**config.mk**
```make
export PLATFORM = sky130hd
export DESIGN_NAME = line_sensor_position_classifier_core
export DESIGN_NICKNAME = d
export VERILOG_FILES = /design/src/lspc_pkg.sv /design/src/line_sensor_position_classifier_core.sv
export VERILOG_INCLUDE_DIRS = /design/src /design/src/src
export SDC_FILE = /design/constraint.sdc
export NUM_CORES = 1
export LEC_CHECK = 0
export BUFFER_PORTS_ARGS = -buffer_cell sky130_fd_sc_hd__buf_2
export CAP_MARGIN = 20
export CELL_PAD_IN_SITES_DETAIL_PLACEMENT = 0
export CELL_PAD_IN_SITES_GLOBAL_PLACEMENT = 1
export CORE_UTILIZATION = 49
export DETAILED_ROUTE_END_ITERATION = 10
export GPL_TIMING_DRIVEN = 0
export PLACE_DENSITY_LB_ADDON = 0.1
export SLEW_MARGIN = 20
export SYNTH_ARGS = -nofsm -noshare
export SYNTH_HDL_FRONTEND = slang
export SYNTH_SLANG_ARGS = --single-unit
```
**constraint.sdc**
```tcl
create_clock -name clk -period 9.1 [get_ports clk]
set_input_delay 0.455 -clock clk [delete_from_list [all_inputs] [get_ports clk]]
set_output_delay 0.455 -clock clk [all_outputs]
set_load 0.02 [all_outputs]
```
**src/assert_macros.svh**
```systemverilog
// Assertion macros used by the classifier core.
`ifndef ASSERT_MACROS_SVH
`define ASSERT_MACROS_SVH

// Checks that a condition implies a consequence in the same cycle, outside reset.
`define ASSERT_IMPLIES(label, clk, rst_n, cond, cons, msg) \
	label: assert property (@(posedge clk) disable iff (!rst_n) (cond) |-> (cons)) \
		else $error(msg);

// Checks that a condition implies a consequence in the next cycle, outside reset.
`define ASSERT_NEXT(label, clk, rst_n, cond, cons, msg) \
	label: assert property (@(posedge clk) disable iff (!rst_n) (cond) |=> (cons)) \
		else $error(msg);

`endif

```
**src/lspc_pkg.sv**
```systemverilog
// Types and constants for the line sensor position classifier.
package lspc_pkg;

	// Field widths.
	localparam int SENSOR_W = 8;
	localparam int COUNT_W  = 4;
	localparam int OFFSET_W = 4;
	localparam int RUN_W    = 4;

	// Reset value of the long run threshold.
	localparam logic [RUN_W-1:0] MAX_RUN_RESET = 4'd6;

	// Snapshot patterns that are handled before the run search.
	localparam logic [SENSOR_W-1:0] ALL_WHITE = 8'hFF;
	localparam logic [SENSOR_W-1:0] ALL_BLACK = 8'h00;

	// Classification codes. Codes 6 and 7 are not used and never arise.
	typedef enum logic [2:0] {
		ST_OK        = 3'd0,
		ST_LOST_L    = 3'd1,
		ST_LOST_R    = 3'd2,
		ST_LOST_U    = 3'd3,
		ST_ALL_BLACK = 3'd4,
		ST_BROKEN    = 3'd5
	} track_status_t;

	// Direction of the last good line position.
	typedef enum logic [1:0] {
		DIR_NONE  = 2'd0,
		DIR_LEFT  = 2'd1,
		DIR_RIGHT = 2'd2
	} dir_t;

endpackage

```
**src/line_sensor_position_classifier_core.sv**
```systemverilog
// Line sensor position classifier: one snapshot in, one classification out.
//
// Usage:
// - Input channel (in_valid, in_ready, sensor_bits) carries one 8-bit sensor
//   snapshot per item; a 0 bit means that sensor sees black.
// - Output channel (out_valid, out_ready) carries one result item per input
//   item: raw_echo, black_total, line_offset and track_status.
// - cfg_wr_en writes cfg_wr_data into the long run threshold at once; write it
//   only while no item is in flight.
// - An accepted item waits in an input register that feeds the classification
//   logic, which loads the result register; out_valid rises as the item
//   enters the result register.
// - Throughput is one item per cycle while out_ready is high, limited only by the result register.
// - When out_ready is low the result register holds its item, the input
//   register fills, and in_ready then drops until the result is taken.
// - The kept position and direction update as an ok item enters the result
//   register, so the next item always sees the state its predecessor left.
// - Reset empties both registers, sets the threshold to 6 and clears the kept
//   position and direction.
`include "assert_macros.svh"

module line_sensor_position_classifier_core (
	input  logic                             clk,
	input  logic                             arst_n,
	input  logic                             in_valid,
	output logic                             in_ready,
	input  logic [lspc_pkg::SENSOR_W-1:0]    sensor_bits,
	output logic                             out_valid,
	input  logic                             out_ready,
	output logic [lspc_pkg::SENSOR_W-1:0]    raw_echo,
	output logic [lspc_pkg::COUNT_W-1:0]     black_total,
	output logic signed [lspc_pkg::OFFSET_W-1:0] line_offset,
	output logic [2:0]                       track_status,
	input  logic                             cfg_wr_en,
	input  logic [lspc_pkg::RUN_W-1:0]       cfg_wr_data
);
	import lspc_pkg::*;

	logic                        valid_s1;
	logic [SENSOR_W-1:0]         raw_s1;
	logic                        valid_s2;
	logic [SENSOR_W-1:0]         raw_s2;
	logic [COUNT_W-1:0]          count_s2;
	logic signed [OFFSET_W-1:0]  offset_s2;
	track_status_t               status_s2;

	logic [RUN_W-1:0]            max_run_q;
	logic signed [OFFSET_W-1:0]  kept_offset_q;
	dir_t                        kept_dir_q;

	logic                        advance;
	logic                        load_s1;
	logic                        move_s1;

	logic [COUNT_W-1:0]          count;
	logic [2:0]                  first;
	logic [2:0]                  last;
	logic                        found;
	logic [COUNT_W-1:0]          span;
	logic signed [4:0]           pos;
	logic [COUNT_W-1:0]          res_count;
	logic signed [OFFSET_W-1:0]  res_offset;
	track_status_t               res_status;
	logic                        res_ok;

	// Pipeline control: the pipe moves when the result register is free or taken.
	assign advance  = !valid_s2 || out_ready;
	assign in_ready = !valid_s1 || advance;
	assign load_s1  = in_valid && in_ready;
	assign move_s1  = valid_s1 && advance;

	// Threshold register.
	always_ff @(posedge clk or negedge arst_n) begin
		if (!arst_n) begin
			max_run_q <= MAX_RUN_RESET;
		end else if (cfg_wr_en) begin
			max_run_q <= cfg_wr_data;
		end
	end

	// Input register.
	always_ff @(posedge clk or negedge arst_n) begin
		if (!arst_n) begin
			valid_s1 <= 1'b0;
		end else if (in_ready) begin
			valid_s1 <= in_valid;
		end
	end

	always_ff @(posedge clk) begin
		if (load_s1) begin
			raw_s1 <= sensor_bits;
		end
	end

	// Count the black sensors and find the first and last black one.
	always_comb begin
		count = '0;
		first = '0;
		last  = '0;
		found = 1'b0;
		for (int i = 0; i < SENSOR_W; i++) begin
			if (!raw_s1[i]) begin
				if (!found) begin
					first = 3'(i);
				end
				found = 1'b1;
				last  = 3'(i);
				count = count + 4'd1;
			end
		end
		span = {1'b0, last} - {1'b0, first} + 4'd1;
		pos  = $signed({2'b00, first}) + $signed({2'b00, last}) - 5'sd7;
	end

	// Classify the snapshot.
	always_comb begin
		res_count  = count;
		res_offset = '0;
		res_status = ST_OK;
		res_ok     = 1'b0;
		if (raw_s1 == ALL_WHITE) begin
			res_offset = kept_offset_q;
			case (kept_dir_q)
				DIR_LEFT:  res_status = ST_LOST_L;
				DIR_RIGHT: res_status = ST_LOST_R;
				default:   res_status = ST_LOST_U;
			endcase
		end else if (raw_s1 == ALL_BLACK) begin
			res_status = ST_ALL_BLACK;
		end else if (span != count) begin
			res_status = ST_BROKEN;
		end else if (count >= max_run_q) begin
			res_status = ST_ALL_BLACK;
		end else begin
			res_offset = pos[OFFSET_W-1:0];
			res_ok     = 1'b1;
		end
	end

	// Kept position follows every ok item; the direction follows it when the offset is not zero.
	always_ff @(posedge clk or negedge arst_n) begin
		if (!arst_n) begin
			kept_offset_q <= '0;
			kept_dir_q    <= DIR_NONE;
		end else if (move_s1 && res_ok) begin
			kept_offset_q <= res_offset;
			if (pos < 0) begin
				kept_dir_q <= DIR_LEFT;
			end else if (pos > 0) begin
				kept_dir_q <= DIR_RIGHT;
			end
		end
	end

	// Result register.
	always_ff @(posedge clk or negedge arst_n) begin
		if (!arst_n) begin
			valid_s2 <= 1'b0;
		end else if (advance) begin
			valid_s2 <= valid_s1;
		end
	end

	always_ff @(posedge clk) begin
		if (move_s1) begin
			raw_s2    <= raw_s1;
			count_s2  <= res_count;
			offset_s2 <= res_offset;
			status_s2 <= res_status;
		end
	end

	assign out_valid    = valid_s2;
	assign raw_echo     = raw_s2;
	assign black_total  = count_s2;
	assign line_offset  = offset_s2;
	assign track_status = status_s2;

	// Checks on the design's own logic.
	`ASSERT_NEXT(a_accept_fills_s1, clk, arst_n, load_s1, valid_s1, "accepted item lost")
	`ASSERT_IMPLIES(a_no_dir_zero_offset, clk, arst_n, kept_dir_q == DIR_NONE, kept_offset_q == 4'sd0, "kept offset set without direction")
	`ASSERT_IMPLIES(a_ok_short_run, clk, arst_n, valid_s2 && status_s2 == ST_OK, count_s2 != 4'd0 && count_s2 < max_run_q, "ok result with bad run length")
	`ASSERT_IMPLIES(a_white_is_lost, clk, arst_n, valid_s2 && raw_s2 == ALL_WHITE, status_s2 == ST_LOST_L || status_s2 == ST_LOST_R || status_s2 == ST_LOST_U, "all white item not reported lost")

endmodule
```
==> results of run 1 <==
final timing paths:
path	startpoint	endpoint	slack [ns]
max	raw_s1[1]	kept_offset_q[1]	3.02
max reg2reg	raw_s1[1]	kept_offset_q[1]	3.02
min reg2reg	raw_s1[6]	raw_echo[6]	0.45
min in group clk	sensor_bits[6]	raw_s1[6]	0.33
max in group asynchronous	arst_n	max_run_q[1]	8.81
min	arst_n	kept_offset_q[2]	0.02
logic make-up (layout without fill, tap and decap cells):
group	after synthesis	in the layout	share of synthesized area, %
AOI/OAI and AO/OA	45	45	12.6
adders and majority gates	23	23	11.4
DFF	39	39	40.9
and+or+nand+nor	83	83	16.9
buffers and inverters	34	79	5.24
muxes	9	9	4.65
xor gates and xnor gates	18	18	8.23
layer usage:
| metal | GRT usage (%) | up-vias |
|---|---|---|
| li1 | - | 966 |
| met1 | 28.6 | 864 |
| met2 | 28.9 | 44 |
| met3 | 4.31 | 6 |
| met4 | 5.77 | 0 |
| met5 | 0 | - |
stage by stage:
step	util (%)	hold slack, ns
2_1_floorplan	-	0.159
3_3_place_gp	57.1	0.343
3_5_place_dp	57.1	0.345
4_1_cts	59.4	0.0281
5_1_grt	59.4	0.0253
6_report	59.4	0.0215
cell usage after synthesis, drive strengths merged (4+ instances only):
| library cell | count | share of area, % |
|---|---|---|
| a21oi | 7 | 1.3 |
| a31oi | 4 | 0.92 |
| and2 | 4 | 0.92 |
| buf | 5 | 1.2 |
| clkbuf | 5 | 0.69 |
| dfrtp | 10 | 9.2 |
| edfxtp | 27 | 30 |
| ha | 20 | 9.2 |
| inv | 24 | 3.3 |
| mux2 | 7 | 3.4 |
| nand2 | 26 | 3.6 |
| nand2b | 9 | 2.1 |
| nor2 | 14 | 2.5 |
| nor2b | 8 | 1.8 |
| o21ai | 15 | 3.2 |
| xnor2 | 7 | 2.5 |
| xor2 | 7 | 2.3 |
area by class of cell:
| class | count | area, µm² |
|---|---|---|
| plain buffers | 10 | 52.6 |
| clock buffers | 6 | 82.6 |
| clock inverters | 2 | 35.0 |
| fillers | 465 | 2130 |
| inverters | 24 | 90.1 |
| multi-input cells | 178 | 1460 |
| flip-flops and latches | 39 | 1110 |
| well taps | 70 | 87.6 |
| repair buffers | 37 | 185 |
registers in the layout (all words and copies together), names as in the netlist:
signal / cells
raw_s1: 8
track_status: 3
valid_s1: 1
out_valid: 1
black_total: 4
kept_offset_q: 4
raw_echo: 8
line_offset: 4
kept_dir_q: 2
max_run_q: 4
power groups by stage:
stage	combinational [mW]	clock (mW)	sequential (mW)
after floorplan	0.186	0	0.254
after global placement	0.250	0	0.243
after detailed placement	0.254	0	0.243
after CTS	0.255	0.154	0.240
after global routing	0.281	0.164	0.243
final	0.253	0.151	0.240
critical path, cell delays in order (launching register included):
cell	delay (ns)
edfxtp_1	0.47
inv_1	0.14
ha_1	0.23
buf_2	0.17
xnor2_1	0.24
ha_1	0.31
nor3b_1	0.15
mux2_2	0.28
a221oi_4	0.28
ha_1	0.30
or3_1	0.36
mux2_4	0.28
nand3b_4	0.10
nor2_1	0.06
ha_1	0.19
nor2b_1	0.14
xnor2_1	0.25
xnor2_1	0.23
ha_1	0.29
nor2b_1	0.12
o21ai_0	0.22
nand2_1	0.13
a311oi_4	0.34
o21ai_4	0.18
nor2_8	0.19
mux2_4	0.31
==> metrics, run 1 <==
RSZ-0062 raised after global routing no; GRT Util Overall 19.5%; Startpoint Class flip-flop; Die Wd 76.5 µm; Final Hold Viols 0; post-CTS resize count 0; Synth async-reset ratio around 30%; Layout area overhead 14.4%; hpwl dp 3900 µm; setup bufs post-CTS 0; PnR worst setup slack 3.02 ns; Antenna Nets Post-Route 0; vias in the first global route 1823; CTS sink count 39; Initial Utilization around 52%; peak supply drop 0.000137 V; total gr overflow 0; routability cong. 0.869; Layout Cells excl Fill 366; final period utilization 66.8%; critical path required time ~9.3 ns; Switch Pwr 217 µW; die area a little under 0.006 mm²; number of port buffers 37; antenna violations before repair 0; clock share of power 23.4%; iteration count of the initial detailed-routing pass 4; Comb power frac 39.3%; cell-internal power 426 µW; Final Power 643 µW; Mean Syn Cell Area 10.8 µm²; Clock Skew 0.00465 ns; fin area around 0.0031 mm²; DP Worst Slack between 3 and 4 ns; Layout Nets 335; total core area roughly 0.0052 mm²; placed insts 358; Synth warnings 0; routed wl met2 2150 µm; CTS max path bufs 2; status completed; largest net degree at the start of global routing 21; Syn Nets 291; CTS Hold Bufs 0; min Tclk post-route between 6 and 7 ns; Top Metal Used met4; Boundary Pins 38; Leakage between 1 and 1.5 nW; drt wl/cell 13.9 µm; register area share after synthesis 40.9%; layout cells sized above 1 25.3%; TritonCTS Buffers 5; Final Setup Violations 0; Post-route DRC 0; Sw Share 33.8%; cells after synthesis ~250; DR vias/cell roughly 5.1; Synth Flop Type edfxtp_1; total of max-cap violations 0; Area after DPL between 0.002 and 0.003 mm²; CP Class reg -> reg; DRT Wirelength 5090 µm; largest fanout on the critical path 8; initial drt markers 74; Post-synth EDFFs 27; most common cell after layout, fill and taps aside buf_2; setup tns final 0 ns; Yosys reg bits 39; worst slew pin tran 0.978 ns; commonest cells after routing, fill and taps aside 40 x buf_2, 27 x edfxtp_1, 26 x nand2_1; row cnt 26; Flop pwr share between 30% and 40%; met3 WL 180 µm; clk root buf clkbuf_8; met1 WL 2690 µm; Power Density between 200 and 250 mW/mm²; Die H about 77 µm; max-slew violations 0; clock-pin slew on the worst setup and hold paths 0.08 ns; global-route wire length before repair 8710 µm; FF-to-FF path depth 25; Yosys cell types between 60 and 70; CP arrival 6.26 ns; Worst Hold Class in -> async; Max transition margin 34.8%; f_max 165 MHz; TritonCTS clock tree yes; n_diodes 0; Critical Path End Type flip-flop; Netlist Area Pre-Place 0.00272 mm²; Skew-Pair Late Insertion Delay 0.29 ns; Vias 1880; H-tree depth 2
No activity file was read; power rests on OpenSTA's default activity.
==> run 2, diff against run 1 <==
--- a/config.mk
+++ b/config.mk
@@ -10,7 +10,7 @@
 export CAP_MARGIN = 20
 export CELL_PAD_IN_SITES_DETAIL_PLACEMENT = 0
 export CELL_PAD_IN_SITES_GLOBAL_PLACEMENT = 1
-export CORE_UTILIZATION = 49
+export CORE_UTILIZATION = 46
 export DETAILED_ROUTE_END_ITERATION = 10
 export GPL_TIMING_DRIVEN = 0
 export PLACE_DENSITY_LB_ADDON = 0.1
==> constraint.sdc (replaced) <==
create_clock -name clk -period 6.1 [get_ports clk]
set_input_delay 0.305 -clock clk [delete_from_list [all_inputs] [get_ports clk]]
set_output_delay 0.305 -clock clk [all_outputs]
set_load 0.02 [all_outputs]
==> run 2 against run 1 <==
Effect of this change:
- via count grew 1.1%
- setup slack got worse by 2.7 ns
- combinational power increased by 58%
- final cell count increased by 2.7%
- sequential power rose by 48%
- register-to-register slack worse by 2.7 ns
- clock-buffer cell count unchanged
- first-iteration DRC count grew 9.5%
==> metrics, run 2 (same netlist as run 1, synthesis figures left out) <==
Initial Utilization 48.5% (was 51.9%); die area 0.00622 mm² (was 0.00585 mm²); initial drt markers 81 (was 74); r2r setup slk 0.31 ns (was 3.02 ns); total of max-cap violations 0 (unchanged); clock-pin slew on the worst setup and hold paths 0.08 ns (about the same); f_max 173 MHz (was 165 MHz); fin area 0.00317 mm² (was 0.00311 mm²); Antenna Nets Post-Route 0 (unchanged); final core utilization 56.4% (was 59.4%); Clock Skew 0.00534 ns (was 0.00465 ns); hpwl dp 3960 µm (was 3900 µm); min Tclk post-route 5.79 ns (was 6.08 ns); Max transition margin 31.8% (was 34.8%); Skew-Pair Late Insertion Delay 0.30 ns (was 0.29 ns); iteration count of the initial detailed-routing pass 4 (unchanged); TritonCTS clock tree yes (unchanged); Vias 1901 (was 1880); DRT Wirelength 5260 µm (was 5090 µm); Final Setup Violations 0 (unchanged); Worst Hold Class in -> reg (was in -> async); CTS max path bufs 2 (unchanged); Power Density 294 mW/mm² (was 207 mW/mm²); area of the multi-input gates 0.00149 mm² (was 0.00146 mm²); global-route wire length before repair 9250 µm (was 8710 µm); Layout area overhead 16.4% (was 14.4%); H-tree depth 2 (unchanged); drt wl/cell 14.0 µm (was 13.9 µm); CP arrival 5.98 ns (was 6.26 ns); antenna violations before repair 0 (unchanged); Worst Setup SP raw_s1[1] (unchanged); CP Class reg -> reg (unchanged); status completed (unchanged); largest fanout on the critical path 8 (unchanged); Critical Path Slowest Stage Cell edfxtp_1 (unchanged); worst slew pin tran 1.02 ns (was 0.978 ns); total gr overflow 0 (unchanged); most common cell after layout, fill and taps aside buf_2 (unchanged); Critical Path End Type flip-flop (unchanged); worst r2r dst kept_offset_q[3] (was kept_offset_q[1]); sequential cell area 0.00111 mm² (unchanged); cell mode on critical path ha_1 (unchanged); peak supply drop 0.000156 V (was 0.000137 V); total core area 0.00561 mm² (was 0.00524 mm²); n_diodes 0 (unchanged); clk root buf clkbuf_8 (unchanged); Die H 78.9 µm (was 76.5 µm); WHS 0.178 ns (was 0.0215 ns); commonest cells after routing, fill and taps aside 40 x buf_2, 27 x edfxtp_1, 26 x nand2_1 (unchanged); vias in the first global route 1860 (was 1823); routability cong. 0.851 (was 0.869); crit-path max cell delay 0.45 ns (was 0.47 ns); Hold Path Cell Cnt 1; Layout Nets 343 (was 335); Post-route DRC 0 (unchanged); largest net degree at the start of global routing 21 (unchanged); TritonCTS Buffers 5 (unchanged); max-slew violations 0 (unchanged); Hold Startpoint sensor_bits[4]; setup tns final 0 ns (unchanged); Hold EP raw_s1[4]; row cnt 27 (was 26); critical path required time 6.28 ns (was 9.28 ns); Startpoint Class flip-flop (unchanged); CTS sink count 39 (unchanged); DR vias/cell 5.06 (was 5.14); FF-to-FF path depth 25 (unchanged); Leakage 1.41 nW (was 1.38 nW); layout cells sized above 1 27.6% (was 25.3%); Boundary Pins 38 (unchanged); number of port buffers 37 (unchanged); GRT Util Overall 19.4% (was 19.5%); Area after DPL 0.00300 mm² (was 0.00299 mm²); Die Wd 78.9 µm (was 76.5 µm); Final Hold Viols 0 (unchanged); final period utilization 95.0% (was 66.8%); fillers 524 (was 465); FF-to-FF Start raw_s1[1] (unchanged)
run 2: changes by cell type in the layout (fill, tap and decap cells not counted):
| cell | delta |
|---|---|
| buf_4 | +7 |
| dlygate4sd3_1 | +1 |
| xnor2_1 | -3 |
| clkbuf_1 | +1 |
| xnor2_2 | +3 |
| clkinvlp_4 | +1 |
| bufinv_16 | -1 |
| clkbuf_8 | -1 |
run 2: how the worst max path moves through the flow:
stage,to,slack (ns),cells after the start
2_1_floorplan,kept_offset_q[0],0.69,25
3_3_place_gp,kept_offset_q[3],0.10,25
3_5_place_dp,kept_offset_q[3],0.07,25
4_1_cts,kept_offset_q[3],0.03,25
5_1_grt,kept_offset_q[0],-0.02,25
6_report,kept_offset_q[3],0.31,25
run 2: repair_timing:
action | CTS | global route
resized for setup | 0 | 3
endpoints found under the hold margin | 10 | 0
buffers inserted | 0 | 7
hold buffers | 1 | 0
endpoints found under the setup margin | 0 | 8
run 2: metal layers:
| metal | track usage, % | wire length, µm |
|---|---|---|
| met5 | 0 | 0 |
| met4 | 5.45 | 61 |
| met3 | 3.10 | 184 |
| met2 | 29.7 | 2290 |
| met1 | 28.2 | 2730 |
run 2: final cells by class:
| class | instances | share of cell area, % |
|---|---|---|
| plain buffers | 10 | 1.66 |
| clock inverters | 2 | 0.395 |
| flip-flops and latches | 39 | 35.2 |
| clock buffers | 6 | 2.29 |
| inverters | 24 | 2.85 |
| well taps | 72 | 2.85 |
| repair buffers | 45 | 7.83 |
| multi-input cells | 178 | 47.0 |
run 2: critical path, delay by kind of cell, from the launching register on:
kind	cells	cell delay [ns]
compound gates	4	0.91
xor+xnor	3	0.57
fa+ha+maj	5	1.31
buf+inv	2	0.31
flops	1	0.45
mux	3	0.87
simple gates	8	1.28
run 2: power by group:
| part | internal, mW | switching (mW) | total (mW) | leakage [nW] |
|---|---|---|---|---|
| Combinational | 0.183 | 0.217 | 0.400 | 0.975 |
| Clock | 0.0800 | 0.0963 | 0.176 | 0.0412 |
| Sequential | 0.335 | 0.0191 | 0.355 | 0.399 |
run 2: through the flow:
| stage | std cells | power, mW | setup WS (ns) |
|---|---|---|---|
| floorplan | 251 | 0.656 | 0.694 |
| finish | 376 | 0.930 | 0.307 |
| global route | 376 | 1.00 | -0.0156 |
| CTS | 369 | 0.919 | 0.0269 |
| detailed placement | 360 | 0.739 | 0.0720 |
| global placement | 360 | 0.735 | 0.102 |
==> run 3, diff against run 2 <==
--- a/config.mk
+++ b/config.mk
@@ -13,6 +13,7 @@
 export CORE_UTILIZATION = 46
 export DETAILED_ROUTE_END_ITERATION = 10
 export GPL_TIMING_DRIVEN = 0
+export MAX_ROUTING_LAYER = met4
 export PLACE_DENSITY_LB_ADDON = 0.1
 export SLEW_MARGIN = 20
 export SYNTH_ARGS = -nofsm -noshare
==> run 3 against run 2 <==
Effect of this change:
- critical path type unchanged
- sequential power about the same
- largest power group unchanged
- routed wire length up 0.11%
- clock-buffer cell count unchanged
- combinational power about the same
- largest cell class unchanged
==> metrics, run 3 (same netlist as run 1, synthesis figures left out) <==
status completed (unchanged); WHS 0.179 ns (was 0.178 ns); cell-internal power 598 µW (about the same); Worst Hold Class in -> reg (unchanged); Final Setup Violations 0 (unchanged); DRT Wirelength 5270 µm (was 5260 µm); CTS sink count 39 (unchanged); Hold Path Cell Cnt 1 (unchanged); die area 0.00622 mm² (unchanged); Final Hold Viols 0 (unchanged); initial drt markers 69 (was 81); Max transition margin 31.9% (was 31.8%); Final Power 930 µW (about the same); Die Wd 78.9 µm (unchanged); placed insts 360 (unchanged); clk root buf clkbuf_8 (unchanged); worst slew pin tran 1.02 ns (about the same); setup tns final 0 ns (unchanged); worst r2r dst kept_offset_q[3] (unchanged); r2r setup slk 0.30 ns (was 0.31 ns); row cnt 27 (unchanged); Sw Share 35.7% (about the same); crit-path max cell delay 0.44 ns (was 0.45 ns); total of max-cap violations 0 (unchanged); global-route wire length before repair 9250 µm (unchanged); total gr overflow 0 (unchanged); FF-to-FF Start raw_s1[1] (unchanged); DP Worst Slack 0.0720 ns (unchanged); cell mode on critical path ha_1 (unchanged); Clock Skew 0.00502 ns (was 0.00534 ns); TritonCTS clock tree yes (unchanged); antenna violations before repair 0 (unchanged); Antenna Nets Post-Route 0 (unchanged); Switch Pwr 332 µW (about the same); peak supply drop 0.000156 V (about the same); FF-to-FF path depth 25 (unchanged); H-tree depth 2 (unchanged); Hold EP raw_s1[3] (was raw_s1[4]); Layout Cells excl Fill 376 (unchanged); total core area 0.00561 mm² (unchanged); final period utilization 95.0% (about the same); CP arrival 5.98 ns (about the same); Critical Path End Type flip-flop (unchanged); n_diodes 0 (unchanged); vias in the first global route 1857 (was 1860); Comb power frac 43.0% (was 42.9%); Skew-Pair Late Insertion Delay 0.29 ns (was 0.30 ns); clock share of power 18.9% (was 19.0%); PnR worst setup slack 0.305 ns (was 0.307 ns); Leakage 1.41 nW (unchanged); Critical Path Slowest Stage Cell edfxtp_1 (unchanged); drt wl/cell 14.0 µm (about the same); Power Density 294 mW/mm² (about the same); min Tclk post-route 5.80 ns (was 5.79 ns); max-slew violations 0 (unchanged); clock-pin slew on the worst setup and hold paths 0.08 ns (about the same); TritonCTS Buffers 5 (unchanged); f_max 173 MHz (about the same); number of port buffers 37 (unchanged); hpwl dp 3960 µm (unchanged); CP Class reg -> reg (unchanged); critical path required time 6.28 ns (about the same); final core utilization 56.4% (unchanged); Vias 1897 (was 1901); largest net degree at the start of global routing 21 (unchanged); routability cong. 0.865 (was 0.851); Initial Utilization 48.5% (unchanged); Hold Startpoint sensor_bits[3] (was sensor_bits[4]); most common cell after layout, fill and taps aside buf_2 (unchanged); Die H 78.9 µm (unchanged); Layout area overhead 16.4% (unchanged); fin area 0.00317 mm² (unchanged); Flop pwr share 38.1% (about the same); Post-route DRC 0 (unchanged); layout cells sized above 1 27.6% (unchanged); Area after DPL 0.00300 mm² (unchanged); Startpoint Class flip-flop (unchanged); CTS max path bufs 2 (unchanged); commonest cells after routing, fill and taps aside 40 x buf_2, 27 x edfxtp_1, 26 x nand2_1 (unchanged); largest fanout on the critical path 8 (unchanged); DR vias/cell 5.05 (was 5.06); GRT Util Overall 19.9% (was 19.4%); Boundary Pins 38 (unchanged); Layout Nets 343 (unchanged); iteration count of the initial detailed-routing pass 4 (unchanged)
[run 3: cell counts in the layout (fill, tap and decap cells not counted)]
Identical to the previous run, type by type.
[run 3: area by class of cell]
type,instances,area [µm²]
flip-flops and latches,39,1110
plain buffers,10,52.6
repair buffers,45,248
inverters,24,90.1
multi-input cells,178,1490
clock buffers,6,72.6
fillers,524,2440
well taps,72,90.1
clock inverters,2,12.5
[run 3: metal layers]
layer | vias to the layer above | track usage (%) | wire length (µm)
li1 | 980 | - | -
met1 | 875 | 28.2 | 2760
met2 | 36 | 29.7 | 2290
met3 | 6 | 3.10 | 161
met4 | 0 | 5.45 | 61
met5 | - | - | 0
[run 3: critical path, delay by kind of cell (launching register included)]
kind	cells	cell delay, ns
muxes	3	0.87
AOI/OAI and AO/OA	4	0.91
buffers and inverters	2	0.31
xor gates and xnor gates	3	0.57
adders and majority gates	5	1.32
and+or+nand+nor	8	1.27
DFF	1	0.44
[run 3: power groups by stage]
stage                     clock [mW]  sequential (mW)  combinational (mW)
final                          0.176            0.355               0.400
after floorplan                    0            0.379               0.278
after global placement             0            0.359               0.376
after global routing           0.189            0.361               0.453
after CTS                      0.181            0.355               0.383
after detailed placement           0            0.360               0.379
[run 3: timing repair]
action	4_1_cts	5_1_grt
endpoints found under the setup margin	0	8
setup buffers	0	7
hold buffers	1	0
hold endpoints to repair	10	0
gates resized for setup	0	3
[run 3: worst max-delay path by stage]
stage / from / to / cells after the start
after floorplan: raw_s1[1] / kept_offset_q[0] / 25
after global placement: raw_s1[1] / kept_offset_q[3] / 25
after detailed placement: raw_s1[0] / kept_offset_q[3] / 25
after CTS: raw_s1[0] / kept_offset_q[3] / 25
after global routing: raw_s1[1] / kept_offset_q[0] / 25
final: raw_s1[1] / kept_offset_q[3] / 25
